### config.mk
export PLATFORM = sky130hd
export DESIGN_NAME = modular_inverse_euclid_unit
export DESIGN_NICKNAME = d
export VERILOG_FILES = /design/src/hdl/mie_pkg.sv /design/src/hdl/mie_div.sv /design/src/hdl/modular_inverse_euclid_unit.sv
export SDC_FILE = /design/constraint.sdc
export NUM_CORES = 1
export LEC_CHECK = 0
export BUFFER_PORTS_ARGS = -buffer_cell sky130_fd_sc_hd__buf_2
export CELL_PAD_IN_SITES_DETAIL_PLACEMENT = 1
export CELL_PAD_IN_SITES_GLOBAL_PLACEMENT = 1
export CORE_MARGIN = 2
export CORE_UTILIZATION = 47
export CTS_CLUSTER_DIAMETER = 150
export CTS_CLUSTER_SIZE = 10
export DETAILED_ROUTE_END_ITERATION = 12
export PLACE_DENSITY = 0.87
export SYNTH_ARGS = -nofsm -noshare
export SYNTH_HDL_FRONTEND = slang
export SYNTH_SLANG_ARGS = --single-unit
### constraint.sdc
create_clock -name clk -period 16.6 [get_ports clk]
set_clock_uncertainty 0.15 [all_clocks]
set_input_delay 0.83 -clock clk [delete_from_list [all_inputs] [get_ports clk]]
set_output_delay 0.83 -clock clk [all_outputs]
set_load 0.02 [all_outputs]
### src/hdl/mie_pkg.sv
// Shared constants and types for the modular inverse unit.
// No dependencies; imported by the divider step unit and the top level.
package mie_pkg;

  localparam int DATA_BITS = 64;
  localparam int WORD_BITS = 64;
  localparam int CNT_BITS  = $clog2(WORD_BITS + 1);

  typedef logic [DATA_BITS-1:0] data_t;
  typedef logic [WORD_BITS-1:0] word_t;
  typedef logic [CNT_BITS-1:0]  cnt_t;

endpackage

### src/hdl/mie_div.sv
// Bit-serial restoring divider with a running quotient-times-coefficient product.
// One quotient bit per cycle; depends on mie_pkg.
module mie_div (
  input  logic           clk,
  input  logic           rst,
  input  logic           start,
  input  mie_pkg::word_t dividend,
  input  mie_pkg::word_t divisor,
  input  mie_pkg::word_t coef,
  output logic           done,
  output mie_pkg::word_t remainder,
  output mie_pkg::word_t product
);
  import mie_pkg::*;

  logic             running;
  cnt_t             cnt;
  word_t            rem;
  word_t            quo;
  word_t            acc;
  logic [WORD_BITS:0] partial;
  logic [WORD_BITS:0] diff;
  logic             qbit;
  word_t            rem_next;
  word_t            acc_next;

  always_comb begin
    partial  = {rem, quo[WORD_BITS-1]};
    diff     = partial - {1'b0, divisor};
    qbit     = ~diff[WORD_BITS];
    rem_next = qbit ? diff[WORD_BITS-1:0] : partial[WORD_BITS-1:0];
    acc_next = {acc[WORD_BITS-2:0], 1'b0} + (qbit ? coef : '0);
  end

  always_ff @(posedge clk) begin
    if (rst) begin
      running <= 1'b0;
      done    <= 1'b0;
      cnt     <= '0;
    end else begin
      done <= 1'b0;
      if (start) begin
        running <= 1'b1;
        cnt     <= '0;
      end else if (running) begin
        cnt <= cnt + 1'b1;
        if (cnt == CNT_BITS'(WORD_BITS - 1)) begin
          running <= 1'b0;
          done    <= 1'b1;
        end
      end
    end
  end

  always_ff @(posedge clk) begin
    if (start) begin
      rem <= '0;
      quo <= dividend;
      acc <= '0;
    end else if (running) begin
      rem <= rem_next;
      quo <= {quo[WORD_BITS-2:0], qbit};
      acc <= acc_next;
    end
  end

  assign remainder = rem;
  assign product   = acc;

endmodule

### src/hdl/modular_inverse_euclid_unit.sv
// Top level of the extended Euclidean modular inverse unit.
// Sequences Euclid rounds over the shared divider mie_div; depends on mie_pkg.
//
// Usage:
//   A request is taken on the rising edge where start is high and busy is low;
//   value and modulus are sampled then. busy stays high until the result is out.
//   The result appears on coefficient and not_invertible for exactly one cycle
//   with done high; the receiver cannot stall, so it must take it then.
// Sequence:
//   A zero value finishes without a Euclid round (coefficient 0, not_invertible 1).
//   Otherwise each Euclid round is a load state (S_LOAD), WORD_BITS divider
//   steps at one quotient bit per cycle, and one update of the remainders and
//   coefficients when the divider reports done. Rounds repeat until the
//   remainder is zero; at 64 bits there are up to about 93 rounds.
// Throughput: one request at a time; the next may be taken while done is high.
// Reset: rst (synchronous) returns the sequencer to idle and drops done.
// The returned coefficient is unreduced and may be a negative two's-complement.
module modular_inverse_euclid_unit (
  input  logic           clk,
  input  logic           rst,
  input  logic           start,
  output logic           busy,
  input  mie_pkg::data_t value,
  input  mie_pkg::data_t modulus,
  output logic           done,
  output mie_pkg::data_t coefficient,
  output logic           not_invertible
);
  import mie_pkg::*;

  localparam logic [1:0] S_IDLE = 2'd0;
  localparam logic [1:0] S_LOAD = 2'd1;
  localparam logic [1:0] S_DIV  = 2'd2;

  logic [1:0] state;
  word_t      ra;
  word_t      rb;
  word_t      ta;
  word_t      tb;
  word_t      x_in;
  logic       div_start;
  logic       div_done;
  word_t      div_rem;
  word_t      div_prod;
  word_t      tb_next;

  assign x_in      = value[WORD_BITS-1:0];
  assign div_start = (state == S_LOAD);
  assign busy      = (state != S_IDLE);
  assign tb_next   = ta - div_prod;

  mie_div u_div (
    .clk       (clk),
    .rst       (rst),
    .start     (div_start),
    .dividend  (ra),
    .divisor   (rb),
    .coef      (tb),
    .done      (div_done),
    .remainder (div_rem),
    .product   (div_prod)
  );

  always_ff @(posedge clk) begin
    if (rst) begin
      state <= S_IDLE;
      done  <= 1'b0;
    end else begin
      done <= 1'b0;
      case (state)
        S_IDLE: begin
          if (start) begin
            if (x_in == '0) begin
              done <= 1'b1;
            end else begin
              state <= S_LOAD;
            end
          end
        end
        S_LOAD: begin
          state <= S_DIV;
        end
        S_DIV: begin
          if (div_done) begin
            if (div_rem == '0) begin
              state <= S_IDLE;
              done  <= 1'b1;
            end else begin
              state <= S_LOAD;
            end
          end
        end
        default: begin
          state <= S_IDLE;
        end
      endcase
    end
  end

  always_ff @(posedge clk) begin
    case (state)
      S_IDLE: begin
        if (start) begin
          ra             <= modulus[WORD_BITS-1:0];
          rb             <= x_in;
          ta             <= '0;
          tb             <= WORD_BITS'(1);
          coefficient    <= '0;
          not_invertible <= 1'b1;
        end
      end
      S_DIV: begin
        if (div_done) begin
          ra             <= rb;
          rb             <= div_rem;
          ta             <= tb;
          tb             <= tb_next;
          coefficient    <= DATA_BITS'(tb);
          not_invertible <= (rb != WORD_BITS'(1));
        end
      end
      default: begin
      end
    endcase
  end

endmodule
==> results_dict.tcl <==
set metrics [dict create \
    synth.largest_area_cell "edfxtp_1" \
    synth_cells 3517 \
    core_area_mm2 0.06308 \
    dieArea_mm2 0.06590 \
    fin_setup_tns_ns 0 \
    grt_use_met2 0.4951 \
    drtIter0Drc 2105 \
    cts_tree "done" \
    p_switching_mw 1.685 \
    antenna_left 0 \
    hold_slack_ns 0.2844 \
    min_path_cells 2 \
    yosysMostFrequentCell "nand2_1" \
    min_period_over_period 0.4783 \
    regArea_mm2 0.01245 \
    critPathLaunchType "register" \
    overflow 0 \
    synth_top_flop_cell "edfxtp_1" \
    initial_core_util 0.4758 \
    antenna_found_initial 4 \
    numCtsBuffers 52 \
    fill_cells 7584 \
    maxSlewViolCount 0 \
    sw_frac_of_total 0.3936 \
    root_buffer "clkbuf_16" \
    finalHoldViolCount 0 \
    total_power_mw 4.281 \
    num_rows 92 \
    drive_above_1_share 0.08118 \
    clock_power_share 0.251 \
    yosysTopAreaCellShare 0.3211 \
    min_period_ns 7.940 \
    async_flop_share 0 \
    hp-class "in2reg" \
    grt.busiest_layer "met2" \
    r2r_cells 24 \
    rr_startpoint "rb[7]$_DFFE_PP_" \
    cts.repair.resized 0 \
    drt-total-wl_um 97120 \
    met1_usage 0.3740 \
    cap_viol_max_count 0 \
    holdPathEnd "u_div.running$_SDFF_PP0_" \
    netlist_top_cells_count "nand2_1, edfxtp_1, nor2_1" \
    gp_congestion 0.9535 \
    grt_pass1_vias 27850 \
    multi_input_area_mm2 0.01621 \
    clock-sinks 461 \
    io_buffers 197 \
    vias 26660 \
    netlist_area_mm2 0.03002 \
    max_freq_mhz 126.0 \
    crit_fanout 70 \
    rsz0062_at_grt "false" \
    p_leak_nw 13.76 \
    worstSkewPairLatency_ns 0.62 \
    status "complete, no violations" \
    end_kind "register" \
    die_w_um 256.7 \
    worst_ep_required_time_ns 16.90 \
    pwr-share-comb 0.381 \
    r2r_slack_ns 8.66 \
    cts_max_level 2 \
    min_from "rst" \
    setup_viol 0 \
    clockBufferDepth 3 \
    grt_pass1_wl_um 152600 \
    ys_seq_area_frac 0.4145 \
    p_per_area_mw_per_mm2 129.6 \
    fp.dieH_um 256.7 \
    clk_pin_slew_ns 0.07 \
    synth_cell_types 78 \
    postCtsSetupRepairBufs 0 \
    syn_avg_cell_area_um2 8.534 \
    critical_path_class "reg2reg" \
    area_growth_pct 10.09 \
    p_int_mw 2.596 \
    p_seq_frac 0.368 \
    reg2reg_to "u_div.product[60]$_SDFFE_PP0P_" \
    via_per_inst 5.929 \
    detail_route.wl_per_cell_um 21.60 \
    synth_edf_count 321 \
    io_pins 198 \
    globalRouteTotalUtil 0.2900 \
    worstMarginPinSlew_ns 1.152 \
    yosysWarnings 0 \
    synth_area_leaders "edfxtp_1, dfxtp_1, nand2_1" \
    crit_arrival_ns 8.24 \
    drc_errors 0 \
    relSlewSlack 0.2249 \
    nNetsFinal 3928 \
    cts.hold.buffers_added 0 \
    vdd_drop_max_v 0.00008499 \
    grt.met3_usage 0.03697 \
    hpwl_um 70860 \
    drtPass1Iterations 5 \
    syn_nets 3841 \
    grt_max_degree 194 \
    synth_seq_cells 461 \
]
## power groups by stage
stage | Combinational, mW | Clock (mW) | Sequential (mW)
after global routing | 1.79 | 1.13 | 1.59
final | 1.63 | 1.08 | 1.57
after detailed placement | 1.59 | 0 | 1.59
after CTS | 1.61 | 1.09 | 1.57
after global placement | 1.54 | 0 | 1.58
after floorplan | 1.18 | 0 | 1.56
## kinds of logic after synthesis
family / count (synthesis) / synth area share
and+or+nand+nor: 1400 / 0.2099
AOI/OAI and AO/OA: 887 / 0.1837
DFF: 461 / 0.4145
buffers and inverters: 366 / 0.04710
adders and majority gates: 193 / 0.08120
xor gates and xnor gates: 172 / 0.05090
muxes: 38 / 0.01271
## sequential cells by signal, indices dropped and copies added (netlist names), 2 cells and up
register         flops
u_div.product       64
tb                  64
state                2
ta                  64
ra                  64
u_div.remainder     64
rb                  64
u_div.quo           64
u_div.cnt            7
## worst max-delay path by stage
stage	startpoint	endpoint	slack (ns)	depth (start not counted)
detailed placement	rb[7]$_DFFE_PP_	u_div.product[60]$_SDFFE_PP0P_	8.83	24
CTS	rb[7]$_DFFE_PP_	u_div.product[60]$_SDFFE_PP0P_	8.80	24
finish	rb[7]$_DFFE_PP_	u_div.product[60]$_SDFFE_PP0P_	8.66	24
global placement	rb[41]$_DFFE_PP_	u_div.product[60]$_SDFFE_PP0P_	9.04	24
global route	rb[39]$_DFFE_PP_	u_div.product[56]$_SDFFE_PP0P_	8.11	24
floorplan	start	not_invertible$_SDFFCE_PN1P_	4.02	2
## stage by stage
step | util | instance area [µm²] | instances | worst slack, ns
after floorplan | - | 30020 | 3517 | 4.021
after global placement | 0.5001 | 31540 | 4396 | 9.043
after detailed placement | 0.5001 | 31540 | 4396 | 8.830
after CTS | 0.5237 | 33030 | 4492 | 8.799
after global routing | 0.5237 | 33030 | 4492 | 8.110
final | 0.5238 | 33040 | 4496 | 8.660
## cells in the final DEF (no fill, tap or decap), types with 83 or more instances in the layout
cell and instances:
nand2_1 654, edfxtp_1 321, nor2_1 301, a21oi_1 293
o21ai_0 210, buf_2 197, ha_1 190, inv_1 186
dfxtp_1 139, a21o_1 104, xnor2_1 98, nor2b_1 83
## worst max-delay path, stage by stage (launching register included)
cell and delay (ns):
edfxtp_1 0.36, inv_1 0.08, ha_1 0.38, a21oi_1 0.33, nand3b_1 0.15, nor3_1 0.35
nor4b_1 0.13, o311a_1 0.34, o31a_1 0.37, o41ai_2 0.50, xor2_4 0.80, buf_4 0.77
nor2b_1 0.14, ha_1 0.43, a21o_1 0.25, a21oi_1 0.14, o21bai_1 0.12, a211oi_1 0.30
o21ai_0 0.19, a221oi_1 0.29, o21ai_0 0.18, a211oi_1 0.53, o21ai_0 0.22, xnor2_1 0.17
o22ai_1 0.08
## layer usage
layer / part of all wire / routed length (µm) / vias up
met5: 0 / 0 / -
met4: 0.038 / 3707 / 0
met3: 0.055 / 5375 / 205
met2: 0.48 / 46740 / 762
met1: 0.43 / 41300 / 13090
li1: - / - / 12600
## layout make-up
type	count	share of cell area
well taps	846	0.03203
multi-input cells	2690	0.4907
inverters	187	0.02128
flip-flops and latches	461	0.3767
diodes	4	0.0003029
clock inverters	3	0.001022
repair buffers	212	0.03400
clock buffers	93	0.04404
Note: power is estimated with default switching activity, not from simulation.
